==> src/rtl/core/esv_pkg.sv <==
// ----------------------------------------------------------------------------
// esv_pkg
// Shared types and constants of the ElGamal sign and verify unit.
// ----------------------------------------------------------------------------
package esv_pkg;

	localparam int W    = 32;
	localparam int CW   = $clog2(W);
	localparam int IDXW = 2;

	localparam logic [IDXW-1:0] REG_MODULUS     = 2'd0;
	localparam logic [IDXW-1:0] REG_GENERATOR   = 2'd1;
	localparam logic [IDXW-1:0] REG_PRIVATE_KEY = 2'd2;
	localparam logic [IDXW-1:0] REG_PUBLIC_KEY  = 2'd3;

	localparam logic CMD_SIGN   = 1'b0;
	localparam logic CMD_VERIFY = 1'b1;

	typedef struct packed {
		logic         command;
		logic [W-1:0] message;
		logic [W-1:0] nonce;
		logic [W-1:0] sig_r;
		logic [W-1:0] sig_s;
	} req_t;

	typedef struct packed {
		logic [W-1:0] result_r;
		logic [W-1:0] result_s;
		logic         valid_res;
		logic         nonce_bad;
	} rsp_t;

	typedef struct packed {
		logic [W-1:0] modulus;
		logic [W-1:0] generator;
		logic [W-1:0] private_key;
		logic [W-1:0] public_key;
	} cfg_t;

endpackage

==> src/rtl/core/esv_mulmod.sv <==
// ----------------------------------------------------------------------------
// esv_mulmod
// Shift-and-add modular multiplier, one modular add per cycle, msb first.
// ----------------------------------------------------------------------------
module esv_mulmod (
	input  logic                clk,
	input  logic                arst_n,
	input  logic                start,
	input  logic [esv_pkg::W-1:0] a,
	input  logic [esv_pkg::W-1:0] b,
	input  logic [esv_pkg::W-1:0] m,
	output logic                done,
	output logic [esv_pkg::W-1:0] res
);
	import esv_pkg::*;

	logic          busy_q, ph_q, done_q;
	logic [CW-1:0] cnt_q;
	logic [W-1:0]  res_q, a_q, b_q, m_q;
	logic [W-1:0]  addend, room, sum;
	logic          last;

	assign addend = ph_q ? (b_q[W-1] ? a_q : '0) : res_q;
	assign room   = m_q - addend;
	assign sum    = (res_q >= room) ? (res_q - room) : (res_q + addend);
	assign last   = ph_q && (cnt_q == CW'(W-1));

	always_ff @(posedge clk or negedge arst_n) begin
		if (!arst_n) begin
			busy_q <= 1'b0;
			ph_q   <= 1'b0;
			done_q <= 1'b0;
			cnt_q  <= '0;
		end else begin
			done_q <= busy_q && last;
			if (start) begin
				busy_q <= 1'b1;
				ph_q   <= 1'b0;
				cnt_q  <= '0;
			end else if (busy_q) begin
				ph_q <= ~ph_q;
				if (ph_q) cnt_q <= cnt_q + 1'b1;
				if (last) busy_q <= 1'b0;
			end
		end
	end

	always_ff @(posedge clk) begin
		if (start) begin
			res_q <= '0;
			a_q   <= a;
			b_q   <= b;
			m_q   <= m;
		end else if (busy_q) begin
			res_q <= sum;
			if (ph_q) b_q <= {b_q[W-2:0], 1'b0};
		end
	end

	assign done = done_q;
	assign res  = res_q;

	a_res_below_mod: assert property (@(posedge clk) disable iff (!arst_n)
		done_q |-> (res_q < m_q)) else $error("mulmod result not reduced");
	a_no_restart: assert property (@(posedge clk) disable iff (!arst_n)
		busy_q |-> !start) else $error("mulmod restarted while busy");
	a_done_after_busy: assert property (@(posedge clk) disable iff (!arst_n)
		$fell(busy_q) |-> done_q) else $error("mulmod finished without done");
endmodule

==> src/rtl/core/esv_divider.sv <==
// ----------------------------------------------------------------------------
// esv_divider
// Restoring divider, one quotient bit per cycle, for the euclid steps.
// ----------------------------------------------------------------------------
module esv_divider (
	input  logic                  clk,
	input  logic                  arst_n,
	input  logic                  start,
	input  logic [esv_pkg::W-1:0] dividend,
	input  logic [esv_pkg::W-1:0] divisor,
	output logic                  done,
	output logic [esv_pkg::W-1:0] quo,
	output logic [esv_pkg::W-1:0] rem
);
	import esv_pkg::*;

	logic          busy_q, done_q;
	logic [CW-1:0] cnt_q;
	logic [W-1:0]  quo_q, rem_q, d_q;
	logic [W:0]    sh, diff;
	logic          ge;

	assign sh   = {rem_q, quo_q[W-1]};
	assign ge   = sh >= {1'b0, d_q};
	assign diff = sh - {1'b0, d_q};

	always_ff @(posedge clk or negedge arst_n) begin
		if (!arst_n) begin
			busy_q <= 1'b0;
			done_q <= 1'b0;
			cnt_q  <= '0;
		end else begin
			done_q <= busy_q && (cnt_q == CW'(W-1));
			if (start) begin
				busy_q <= 1'b1;
				cnt_q  <= '0;
			end else if (busy_q) begin
				cnt_q <= cnt_q + 1'b1;
				if (cnt_q == CW'(W-1)) busy_q <= 1'b0;
			end
		end
	end

	always_ff @(posedge clk) begin
		if (start) begin
			rem_q <= '0;
			quo_q <= dividend;
			d_q   <= divisor;
		end else if (busy_q) begin
			rem_q <= ge ? diff[W-1:0] : sh[W-1:0];
			quo_q <= {quo_q[W-2:0], ge};
		end
	end

	assign done = done_q;
	assign quo  = quo_q;
	assign rem  = rem_q;
endmodule

==> src/rtl/core/esv_seq.sv <==
// ----------------------------------------------------------------------------
// esv_seq
// Sequencer: euclid inverse, exponentiations and reductions on the shared units.
// ----------------------------------------------------------------------------
module esv_seq (
	input  logic          clk,
	input  logic          arst_n,
	input  logic          start,
	input  esv_pkg::req_t req,
	input  esv_pkg::cfg_t cfg,
	input  logic          out_free,
	output logic          idle,
	output logic          fin,
	output esv_pkg::rsp_t rsp
);
	import esv_pkg::*;

	localparam logic [4:0] S_IDLE    = 5'd0;
	localparam logic [4:0] S_KRED    = 5'd1;
	localparam logic [4:0] S_EUC_CHK = 5'd2;
	localparam logic [4:0] S_EUC_DIV = 5'd3;
	localparam logic [4:0] S_EUC_MUL = 5'd4;
	localparam logic [4:0] S_GRED    = 5'd5;
	localparam logic [4:0] S_POW_ACC = 5'd6;
	localparam logic [4:0] S_POW_SQ  = 5'd7;
	localparam logic [4:0] S_XRED    = 5'd8;
	localparam logic [4:0] S_XR      = 5'd9;
	localparam logic [4:0] S_MRED    = 5'd10;
	localparam logic [4:0] S_SMUL    = 5'd11;
	localparam logic [4:0] S_YRED    = 5'd12;
	localparam logic [4:0] S_V2      = 5'd13;
	localparam logic [4:0] S_LEFT    = 5'd14;
	localparam logic [4:0] S_CMP     = 5'd15;
	localparam logic [4:0] S_DONE    = 5'd16;

	logic [4:0]    state_q, pret_q;
	logic          op_q;
	req_t          req_q;
	logic [W-1:0]  p_q, n;
	logic [W-1:0]  r0_q, r1_q, t0_q, t1_q, q_q, rn_q, w_q, a1_q, left_q;
	logic [W-1:0]  pbase_q, pacc_q, pexp_q;
	logic [CW-1:0] pcnt_q;
	rsp_t          rsp_q;

	logic          mul_start, mul_done, div_start, div_done;
	logic [W-1:0]  mul_a, mul_b, mul_m, mul_res, div_quo, div_rem;
	logic          is_mul, is_div;
	logic [W-1:0]  tn, dn;

	assign n = p_q - 1'b1;

	always_comb begin
		mul_a  = '0;
		mul_b  = '0;
		mul_m  = p_q;
		is_mul = 1'b1;
		unique case (state_q)
			S_KRED:    begin mul_a = W'(1); mul_b = req_q.nonce;   mul_m = n; end
			S_EUC_MUL: begin mul_a = t1_q;  mul_b = q_q;           mul_m = n; end
			S_GRED:    begin mul_a = W'(1); mul_b = cfg.generator; end
			S_POW_ACC: begin mul_a = pacc_q; mul_b = pbase_q; is_mul = pexp_q[0]; end
			S_POW_SQ:  begin mul_a = pbase_q; mul_b = pbase_q; end
			S_XRED:    begin mul_a = W'(1); mul_b = cfg.private_key; mul_m = n; end
			S_XR:      begin mul_a = w_q;   mul_b = pacc_q;        mul_m = n; end
			S_MRED:    begin mul_a = W'(1); mul_b = req_q.message; mul_m = n; end
			S_SMUL:    begin mul_a = t0_q;  mul_b = w_q;           mul_m = n; end
			S_YRED:    begin mul_a = W'(1); mul_b = cfg.public_key; end
			S_LEFT:    begin mul_a = a1_q;  mul_b = pacc_q; end
			default:   is_mul = 1'b0;
		endcase
	end

	assign is_div    = (state_q == S_EUC_DIV);
	assign mul_start = is_mul && !op_q;
	assign div_start = is_div && !op_q;
	assign tn = (t0_q >= mul_res) ? (t0_q - mul_res) : (t0_q + (n - mul_res));
	assign dn = (mul_res >= w_q) ? (mul_res - w_q) : (mul_res + (n - w_q));

	esv_mulmod u_mul (
		.clk(clk), .arst_n(arst_n), .start(mul_start),
		.a(mul_a), .b(mul_b), .m(mul_m), .done(mul_done), .res(mul_res)
	);

	esv_divider u_div (
		.clk(clk), .arst_n(arst_n), .start(div_start),
		.dividend(r0_q), .divisor(r1_q), .done(div_done), .quo(div_quo), .rem(div_rem)
	);

	always_ff @(posedge clk or negedge arst_n) begin
		if (!arst_n) begin
			state_q <= S_IDLE;
			pret_q  <= S_IDLE;
			op_q    <= 1'b0;
			pcnt_q  <= '0;
		end else begin
			if (mul_start || div_start) op_q <= 1'b1;
			if (mul_done || div_done) op_q <= 1'b0;
			unique case (state_q)
				S_IDLE: if (start) begin
					if (req.command == CMD_SIGN)
						state_q <= (cfg.modulus < W'(3)) ? S_DONE : S_KRED;
					else if (cfg.modulus >= W'(3) && req.sig_r != '0 && req.sig_r < cfg.modulus
						&& req.sig_s != '0 && req.sig_s < cfg.modulus)
						state_q <= S_YRED;
					else
						state_q <= S_DONE;
				end
				S_KRED:    if (mul_done) state_q <= S_EUC_CHK;
				S_EUC_CHK: state_q <= (r1_q == '0) ? ((r0_q == W'(1)) ? S_GRED : S_DONE)
					: S_EUC_DIV;
				S_EUC_DIV: if (div_done) state_q <= S_EUC_MUL;
				S_EUC_MUL: if (mul_done) state_q <= S_EUC_CHK;
				S_GRED: if (mul_done) begin
					pcnt_q  <= '0;
					pret_q  <= (req_q.command == CMD_SIGN) ? S_XRED : S_CMP;
					state_q <= S_POW_ACC;
				end
				S_POW_ACC: if (!pexp_q[0] || mul_done) state_q <= S_POW_SQ;
				S_POW_SQ: if (mul_done) begin
					pcnt_q  <= pcnt_q + 1'b1;
					state_q <= (pcnt_q == CW'(W-1)) ? pret_q : S_POW_ACC;
				end
				S_XRED: if (mul_done) state_q <= S_XR;
				S_XR:   if (mul_done) state_q <= S_MRED;
				S_MRED: if (mul_done) state_q <= S_SMUL;
				S_SMUL: if (mul_done) state_q <= S_DONE;
				S_YRED: if (mul_done) begin
					pcnt_q  <= '0;
					pret_q  <= S_V2;
					state_q <= S_POW_ACC;
				end
				S_V2: begin
					pcnt_q  <= '0;
					pret_q  <= S_LEFT;
					state_q <= S_POW_ACC;
				end
				S_LEFT: if (mul_done) state_q <= S_GRED;
				S_CMP:  state_q <= S_DONE;
				S_DONE: if (out_free) state_q <= S_IDLE;
				default: state_q <= S_IDLE;
			endcase
		end
	end

	always_ff @(posedge clk) begin
		unique case (state_q)
			S_IDLE: if (start) begin
				req_q <= req;
				p_q   <= cfg.modulus;
				rsp_q.result_r  <= '0;
				rsp_q.result_s  <= '0;
				rsp_q.valid_res <= 1'b0;
				rsp_q.nonce_bad <= (req.command == CMD_SIGN) && (cfg.modulus < W'(3));
			end
			S_KRED: if (mul_done) begin
				r0_q <= n;
				r1_q <= mul_res;
				t0_q <= '0;
				t1_q <= W'(1);
			end
			S_EUC_CHK: if (r1_q == '0 && r0_q != W'(1)) rsp_q.nonce_bad <= 1'b1;
			S_EUC_DIV: if (div_done) begin
				q_q  <= div_quo;
				rn_q <= div_rem;
			end
			S_EUC_MUL: if (mul_done) begin
				r0_q <= r1_q;
				r1_q <= rn_q;
				t0_q <= t1_q;
				t1_q <= tn;
			end
			S_GRED: if (mul_done) begin
				pbase_q <= mul_res;
				pacc_q  <= W'(1);
				pexp_q  <= (req_q.command == CMD_SIGN) ? req_q.nonce : req_q.message;
			end
			S_POW_ACC: if (mul_done) pacc_q <= mul_res;
			S_POW_SQ: if (mul_done) begin
				pbase_q <= mul_res;
				pexp_q  <= pexp_q >> 1;
			end
			S_XRED: if (mul_done) w_q <= mul_res;
			S_XR:   if (mul_done) w_q <= mul_res;
			S_MRED: if (mul_done) w_q <= dn;
			S_SMUL: if (mul_done) begin
				rsp_q.result_r <= pacc_q;
				rsp_q.result_s <= mul_res;
			end
			S_YRED: if (mul_done) begin
				pbase_q <= mul_res;
				pacc_q  <= W'(1);
				pexp_q  <= req_q.sig_r;
			end
			S_V2: begin
				a1_q    <= pacc_q;
				pbase_q <= req_q.sig_r;
				pacc_q  <= W'(1);
				pexp_q  <= req_q.sig_s;
			end
			S_LEFT: if (mul_done) left_q <= mul_res;
			S_CMP:  rsp_q.valid_res <= (pacc_q == left_q);
			default: ;
		endcase
	end

	assign idle = (state_q == S_IDLE);
	assign fin  = (state_q == S_DONE) && out_free;
	assign rsp  = rsp_q;

	a_coef_reduced: assert property (@(posedge clk) disable iff (!arst_n)
		(state_q == S_EUC_CHK) |-> (t1_q < n)) else $error("euclid coefficient not reduced");
	a_acc_reduced: assert property (@(posedge clk) disable iff (!arst_n)
		(state_q == S_POW_SQ) |-> (pacc_q < p_q)) else $error("power accumulator not reduced");
	a_fin_to_idle: assert property (@(posedge clk) disable iff (!arst_n)
		fin |=> (state_q == S_IDLE)) else $error("sequencer did not return to idle");
	a_one_unit: assert property (@(posedge clk) disable iff (!arst_n)
		!(mul_start && div_start)) else $error("two units started together");
endmodule

==> src/rtl/core/elgamal_sign_verify_top.sv <==
// ----------------------------------------------------------------------------
// elgamal_sign_verify_top
// ElGamal signature unit: signs with g^k and k^-1 (m - x r), verifies y^r r^s.
//
// channel  direction  handshake              payload
// req      in         req_valid / req_ready  command, message, nonce, sig_r, sig_s
// rsp      out        rsp_valid / rsp_ready  result_r, result_s, valid_res, nonce_bad
// cfg      in         cfg_we                 cfg_index, cfg_data
//
// one transaction at a time; products run on the shared multiplier, divides on the divider
// an exponentiation is 32 squarings plus up to 32 products
// sign: euclid inverse of the nonce, one exponentiation and further products; verify: three exponentiations
// req_ready is high only while the sequencer is idle; a result held in the
// output register stalls the sequencer until rsp_ready takes it
// reset sets the modulus to 3 and the other keys to zero
// ----------------------------------------------------------------------------
module elgamal_sign_verify_top (
	input  logic                     clk,
	input  logic                     arst_n,
	input  logic                     req_valid,
	output logic                     req_ready,
	input  esv_pkg::req_t            req,
	output logic                     rsp_valid,
	input  logic                     rsp_ready,
	output esv_pkg::rsp_t            rsp,
	input  logic                     cfg_we,
	input  logic [esv_pkg::IDXW-1:0] cfg_index,
	input  logic [esv_pkg::W-1:0]    cfg_data
);
	import esv_pkg::*;

	cfg_t cfg_q;
	rsp_t rsp_q, seq_rsp;
	logic rsp_valid_q, idle, fin, out_free;

	always_ff @(posedge clk or negedge arst_n) begin
		if (!arst_n) begin
			cfg_q.modulus     <= W'(3);
			cfg_q.generator   <= '0;
			cfg_q.private_key <= '0;
			cfg_q.public_key  <= '0;
		end else if (cfg_we) begin
			unique case (cfg_index)
				REG_MODULUS:     cfg_q.modulus     <= cfg_data;
				REG_GENERATOR:   cfg_q.generator   <= cfg_data;
				REG_PRIVATE_KEY: cfg_q.private_key <= cfg_data;
				REG_PUBLIC_KEY:  cfg_q.public_key  <= cfg_data;
				default: ;
			endcase
		end
	end

	assign out_free  = !rsp_valid_q || rsp_ready;
	assign req_ready = idle;

	esv_seq u_seq (
		.clk(clk), .arst_n(arst_n), .start(req_valid && req_ready), .req(req),
		.cfg(cfg_q), .out_free(out_free), .idle(idle), .fin(fin), .rsp(seq_rsp)
	);

	always_ff @(posedge clk or negedge arst_n) begin
		if (!arst_n) rsp_valid_q <= 1'b0;
		else if (out_free) rsp_valid_q <= fin;
	end

	always_ff @(posedge clk) begin
		if (fin) rsp_q <= seq_rsp;
	end

	assign rsp_valid = rsp_valid_q;
	assign rsp       = rsp_q;
endmodule

==> config.mk <==
export PLATFORM = sky130hd
export DESIGN_NAME = elgamal_sign_verify_top
export DESIGN_NICKNAME = d
export VERILOG_FILES = /design/src/rtl/core/esv_pkg.sv /design/src/rtl/core/esv_mulmod.sv /design/src/rtl/core/esv_divider.sv /design/src/rtl/core/esv_seq.sv /design/src/rtl/core/elgamal_sign_verify_top.sv
export SDC_FILE = /design/constraint.sdc
export NUM_CORES = 2
export LEC_CHECK = 0
export BUFFER_PORTS_ARGS = -buffer_cell sky130_fd_sc_hd__buf_4
export CORE_UTILIZATION = 30
export DETAILED_ROUTE_END_ITERATION = 16
export RECOVER_POWER = 50
export SLEW_MARGIN = 20
export SYNTH_ARGS = -nofsm -noshare
export SYNTH_HDL_FRONTEND = slang
export SYNTH_HIERARCHICAL = 1
export SYNTH_SLANG_ARGS = --single-unit
export TNS_END_PERCENT = 20
==> constraint.sdc <==
create_clock -name clk -period 9.35 [get_ports clk]
set_input_delay 1.4025 -clock clk [delete_from_list [all_inputs] [get_ports clk]]
set_output_delay 1.4025 -clock clk [all_outputs]
set_load 0.05 [all_outputs]
# Word level (Yosys, flattened, before mapping)
# Cells that the tools add are included.
[classes]
n_eq_ne = 45
n_reduce_logical = 67
order_cmp = 8
n_bitwise = 2
n_addsub = 14
n_mux = 83
[op_table]
columns = ["op", "count"]
rows = [
  ["32-bit 2-to-1 mux", 25],
  ["32-bit one-hot mux with 2 select lines", 6],
  ["32-bit one-hot mux with 9 select lines", 1],
  ["32-bit one-hot mux with 7 select lines", 1],
  ["32-bit subtractor", 7],
  ["5-bit 2-to-1 mux", 27],
  ["32-bit one-hot mux with 4 select lines", 1],
  ["64-bit one-hot mux with 2 select lines", 1],
  ["32-bit adder", 3],
  ["32-bit >= comparator", 3],
  ["32-bit one-hot mux with 3 select lines", 1],
  ["5-bit one-hot mux with 15 select lines", 1],
  ["66-bit 2-to-1 mux", 1],
  ["32-bit < comparator", 2],
  ["64-bit 2-to-1 mux", 1],
  ["32-bit nonzero test", 2],
  ["5-bit by 4-bit == test with 1-bit output, second input constant", 8],
  ["33-bit by 32-bit >= comparator with 1-bit output", 1],
  ["32-bit by 1-bit == test with 1-bit output, second input constant", 1],
  ["32-bit == test", 1],
  ["32-bit by 2-bit >= comparator with 1-bit output, second input constant", 1],
  ["32-bit zero test", 1],
  ["32-bit by 2-bit < comparator with 1-bit output, second input constant", 1],
  ["32-bit by 1-bit != test with 1-bit output, second input constant", 1],
  ["32 further kinds", 121],
]
[totals]
regBits = 1061
wordCells = 268
out_inout_bits = 68
inputBits = 168

# Depth between registers and ports, before layout
[depth]
word_depth = 9
ltp_mapped = 28
depth_no_buf = 26

# Cells and area by module
# Netlist, hierarchy kept.
[by_module_without_submodules]
columns = ["mod", "area_per_inst_um2", "instances", "cells_each", "seq_area_each_um2"]
rows = [
  ["esv_seq", 36912.9, 1, 3281, 18723.0],
  ["esv_mulmod", 10222.3, 1, 1109, 3723.6],
  ["elgamal_sign_verify_top", 6772.7, 1, 342, 5212.5],
  ["esv_divider", 5933.2, 1, 573, 2737.6],
]

# Worst setup path after synthesis
# Ideal clock, no wire load.
[synth_path]
kind = "reg2reg"
start = "register u_seq.state_q[4]"
end = "register u_seq.r0_q[0], enable pin"
path_slack_ns = 1.628
t_arrival_ns = 7.106
setup_time_ns = 0.616
required_time_ns = 8.734
period_less_slack_ns = 7.722
n_path_buf = 3
path_stages_with_launch = 8
path_cell_list = "dfrtp_1 clkbuf_1 or3_1 nor2_1 clkbuf_1 clkbuf_1 nor2_1 nor2_1"
[synth_via]
elab_chain_len = 3
elab_cells_between_ends = 6
classes_between = "eq/ne (4); reduce/logical (2)"
[synth_rtl]
columns = ["element", "line_no", "source"]
rows = [
  ["start: declaration", "esv_seq.sv:36", "logic [4:0] state_q, pret_q;"],
  ["start signal: assignment", "esv_seq.sv:101", "state_q <= (cfg.modulus < W'(3)) ? S_DONE : S_KRED;"],
  ["start signal: assignment", "esv_seq.sv:109", "S_EUC_CHK: state_q <= (r1_q == '0) ? ((r0_q == W'(1)) ? S_GRED : S_DONE)"],
  ["start signal: assignment", "esv_seq.sv:121", "state_q <= (pcnt_q == CW'(W-1)) ? pret_q : S_POW_ACC;"],
  ["5-bit by 3-bit == test with 1-bit output / 5-bit by 1-bit == test with 1-bit output (equally long branches)", "esv_seq.sv:146", "unique case (state_q)"],
  ["2-bit != test (no line) / 2-bit nonzero test (equally long branches)", "n/a", ""],
  ["3-bit AND reduction (no line) *", "n/a", ""],
  ["end signal: assignment", "esv_seq.sv:156", "r0_q <= n;"],
  ["end signal: assignment", "esv_seq.sv:167", "r0_q <= r1_q;"],
  ["end: declaration", "esv_seq.sv:40", "logic [W-1:0] r0_q, r1_q, t0_q, t1_q, q_q, rn_q, w_q, a1_q, left_q;"],
]
# Every way passes the cells marked *; elsewhere a longest branch is shown, timed or not.
# A chain may end at the register's enable or synchronous reset.

# Worst setup path after layout
[layout_path]
start = "register u_seq.state_q[0]"
end = "register u_seq.u_mul.a_q[0], data pin"
[layout_via]
elab_chain_len = 3
elab_cells_between_ends = 13
classes_between = "eq/ne (11); mux (1); reduce/logical (1)"
[layout_rtl]
columns = ["element", "line_no", "source"]
rows = [
  ["5-bit by 1-bit == test with 1-bit output (tied with other cells)", "esv_seq.sv:57", "unique case (state_q)"],
  ["5-bit OR reduction (no line)", "n/a", ""],
  ["32-bit one-hot mux with 7 select lines *", "esv_seq.sv:57", ""],
  ["via u_seq.mul_a[0]", "esv_seq.sv:46", "logic [W-1:0] mul_a, mul_b, mul_m, mul_res, div_quo, div_rem;"],
  ["end signal: assignment", "esv_mulmod.sv:51", "a_q <= a;"],
  ["end: declaration", "esv_mulmod.sv:19", "logic [W-1:0] res_q, a_q, b_q, m_q;"],
]
# Mark *: on every way through the listed nets, which the timed path passes. The rest lies on a longest branch.

==> impl_metrics.tcl <==
set metrics [dict create \
    outcome "finished, violations left" \
    violations "max-capacitance violations, max-slew violations" \
    period_share_pct 79.6 \
    synth.avg_cell_area_sq_um 11.3 \
    ys_warn_count 6 \
    synth_mux_area_share_pct 6.10 \
    dr.pass1.iters 6 \
    ys_types 111 \
    whs_path_depth 0 \
    wire_per_inst_um 26.9 \
    grt_pass1_wl_um 316000 \
    synth_flop_cell "edfxtp_1" \
    cts_setup_buffers 0 \
    synth-xor-area-share_pct 4.58 \
    cts_resized 0 \
    p_total_uw 25100 \
    cts_buffers 112 \
    rows 163 \
    synth_top_family_by_area "compound AO/OA/AOI/OAI gates" \
    power.leakage_uw 0.0254 \
    grt_max_degree 154 \
    synth_edf_count 837 \
    clock-sinks 1060 \
    die_width_um 449 \
    fin_tns_setup_ps 0 \
    gp_congestion 0.958 \
    critical-path-top-delay-family "buffers and inverters" \
    postRouteAntennaNets 0 \
    syn_to_final_growth_pct 13.6 \
    nets 6061 \
    die_y_um 449 \
    clock_latency_ps 800 \
    slew_headroom_pct -184 \
    rsz0062_at_grt "no" \
    finalCriticalPeriod_ps 7450 \
    finalMaxSlewViolations 753 \
    min_from "u_seq/rsp[4]" \
    fmax_mhz 134 \
    critPathLaunchType "flip-flop" \
    drtIter0Drc 4853 \
    port_buffers 235 \
    synth-compound-area-share_pct 15.0 \
    cp_slowest_stage_delay_ps 2330 \
    cap_viol_max_count 18 \
    clk_pin_slew_ps 60 \
    design.portCount 236 \
    syn_inst 5305 \
    drc 0 \
    grt_antenna_before_repair 11 \
    crit_chain "clkbuf_1 > nor4_1 > clkbuf_2 > and2_0 > a211oi_1 > o21ai_0 > buf_4" \
    arrival_ps 7950 \
    endpoint "u_seq/u_mul/a_q[0]" \
    hold_buffers 0 \
    drive_above_1_share_pct 11.4 \
    vias 45800 \
    critical-path-slowest-cell "clkbuf_1" \
    start_util_pct 30.2 \
    clockBufferDepth 3 \
    synth-async-reset-ratio_pct 15.0 \
    cts_root_buf "clkbuf_16" \
    core_sq_mm 0.198 \
    finalHoldViolations 0 \
    synthAdderAreaFrac_pct 8.99 \
    gr-usage-all-layers_pct 21.3 \
    rr_worst_depth 7 \
    overflow 0 \
    critical_path_class "reg -> reg" \
    htree_levels 3 \
    r2r_end "u_seq/u_mul/a_q[0]" \
    syn_nets 5862 \
    wl_um 222000 \
    dpl.hpwl_um 166000 \
    cp_num_cells 7 \
    netlist_area_sq_mm 0.0598 \
    cellPowerDensity_mw_per_mm2 369 \
    dp_slack_ps 1980 \
    fin_ws_ps 1900 \
    fillers 19800 \
    via_per_inst 5.55 \
    synthSimpleGateAreaFrac_pct 11.2 \
    r2r_start "u_seq/state_q[0]" \
    seq_area_sq_mm 0.0304 \
    crit_fanout 153 \
    setup_viol 0 \
    critPathCaptureType "flip-flop" \
    rrSetupSlack_ps 1900 \
    worst_clock_skew_ps 56.7 \
    tightestPinTransition_ps 4260 \
    path_buf_inv 3 \
    cp.required_ps 9850 \
    setup.worst_path.start "u_seq/state_q[0]" \
    yosysSeqAreaShare_pct 50.8 \
    hp-class "reg -> reg" \
    cts_tree "built" \
    die_area_sq_mm 0.201 \
    ir_drop_mv 0.291 \
    grt_pass1_vias 44100 \
    yosys_register_bits 1060 \
    multi_input_area_sq_mm 0.0275 \
]
## cells in the final DEF (no fill, tap or decap), types with 41 or more instances in the layout
master / netlist / routed
edfxtp_1: 837 / 837
nand2_1: 394 / 393
nor2_1: 342 / 336
ha_1: 321 / 321
o21ai_0: 298 / 299
inv_1: 267 / 266
a21oi_1: 257 / 257
mux2_2: 231 / 229
clkbuf_1: 182 / 183
xnor2_1: 155 / 155
dfrtp_1: 157 / 154
xor2_1: 151 / 151
a21o_1: 142 / 142
clkbuf_16: 0 / 113
mux2i_1: 101 / 101
nor4_1: 100 / 100
a22oi_1: 99 / 99
buf_4: 5 / 92
nand4_1: 91 / 91
a211oi_1: 90 / 90
nor3_1: 90 / 86
nand3_1: 73 / 72
a221oi_1: 69 / 69
fa_1: 68 / 68
dfxtp_1: 64 / 64
clkbuf_4: 0 / 61
nand2b_1: 48 / 47
and2_1: 86 / 44
and2_0: 0 / 41
## synthesized netlist by cell type (68+ instances only)
library cell	count	area [sq um]
edfxtp_1	837	25100
nand4_1	91	569
ha_1	321	4020
nor2_1	342	1280
a21oi_1	257	1290
nor4_1	100	626
mux2i_1	101	1010
xor2_1	151	1320
nor3_1	90	450
nand2_1	394	1480
dfrtp_1	157	3930
clkbuf_1	182	683
mux2_2	231	2600
a221oi_1	69	604
fa_1	68	1360
o21ai_0	298	1490
and2_1	86	538
a211oi_1	90	676
inv_1	267	1000
nand3_1	73	365
xnor2_1	155	1360
a21o_1	142	1070
a22oi_1	99	743
## power breakdown
part	internal (uW)	switching [uW]	leakage, uW	total [uW]
Combinational	5210	8360	0.0135	13600
Sequential	6050	683	0.0100	6730
Clock	2710	2060	0.00189	4770
Total	14000	11100	0.0254	25100
## worst min path at each step
| stage | end | slack (ps) |
|---|---|---|
| floorplan | rsp[0] | 400 |
| global placement | rsp[28] | 400 |
| detailed placement | rsp[34] | 400 |
| CTS | rsp[4] | 410 |
| global route | rsp[45] | 420 |
| finish | rsp[4] | 410 |
## final cells by class
| type | instances | share of cell area, % |
|---|---|---|
| Timing Repair Buffer | 319 | 2.67 |
| Tap cell | 2640 | 4.86 |
| Antenna cell | 11 | 0.0405 |
| Inverter | 269 | 1.49 |
| Clock inverter | 63 | 1.22 |
| Sequential cell | 1060 | 44.7 |
| Multi-Input combinational cell | 3742 | 40.5 |
| Clock buffer | 147 | 4.54 |
## registers in the layout, summed over array words and instances (netlist names), 32 cells and up
| signal | count |
|---|---|
| u_seq/left_q | 32 |
| u_seq/pacc_q | 32 |
| u_seq/r1_q | 32 |
| rsp | 66 |
| u_seq/w_q | 32 |
| u_seq/u_mul/res | 32 |
| u_seq/pbase_q | 32 |
| u_seq/u_div/rem | 32 |
| u_seq/rsp | 66 |
| u_seq/u_div/d_q | 32 |
| u_seq/p_q | 32 |
| u_seq/u_mul/m_q | 32 |
| u_seq/r0_q | 32 |
| u_seq/q_q | 32 |
| u_seq/t0_q | 32 |
| u_seq/u_mul/b_q | 32 |
| u_seq/u_mul/a_q | 32 |
| u_seq/req_q | 129 |
| u_seq/t1_q | 32 |
| u_seq/rn_q | 32 |
| u_seq/pexp_q | 32 |
| u_seq/a1_q | 32 |
| u_seq/u_div/quo | 32 |
| cfg_q | 128 |
## routing by layer
metal	up-vias	GRT usage, %	wire length [um]
met1	23000	29.9	97300
li1	20400	-	-
met5	-	0	13
met4	2	10.4	11800
met3	316	3.02	17100
met2	2124	32.1	95500
## logic make-up (layout without fill, tap and decap cells)
logic type / after synthesis / after routing
XOR/XNOR: 309 / 309
buffers and inverters: 503 / 798
flip-flops: 1060 / 1060
AO/OA/AOI/OAI: 1334 / 1334
other: 0 / 11
AND/OR/NAND/NOR: 1375 / 1375
adder cells (fa/ha/maj): 389 / 389
multiplexers: 335 / 335
## per-stage QoR
step | utilization (%) | hold WS [ps] | cells | cell area (sq um)
finish | 34.4 | 409 | 8251 | 68000
global route | 34.4 | 419 | 8242 | 68000
CTS | 34.7 | 409 | 8238 | 68600
detailed placement | 32.7 | 405 | 8028 | 64700
global placement | 32.7 | 404 | 8028 | 64700
floorplan | - | 400 | 5305 | 59800
Note: power is estimated with default switching activity, not from simulation.
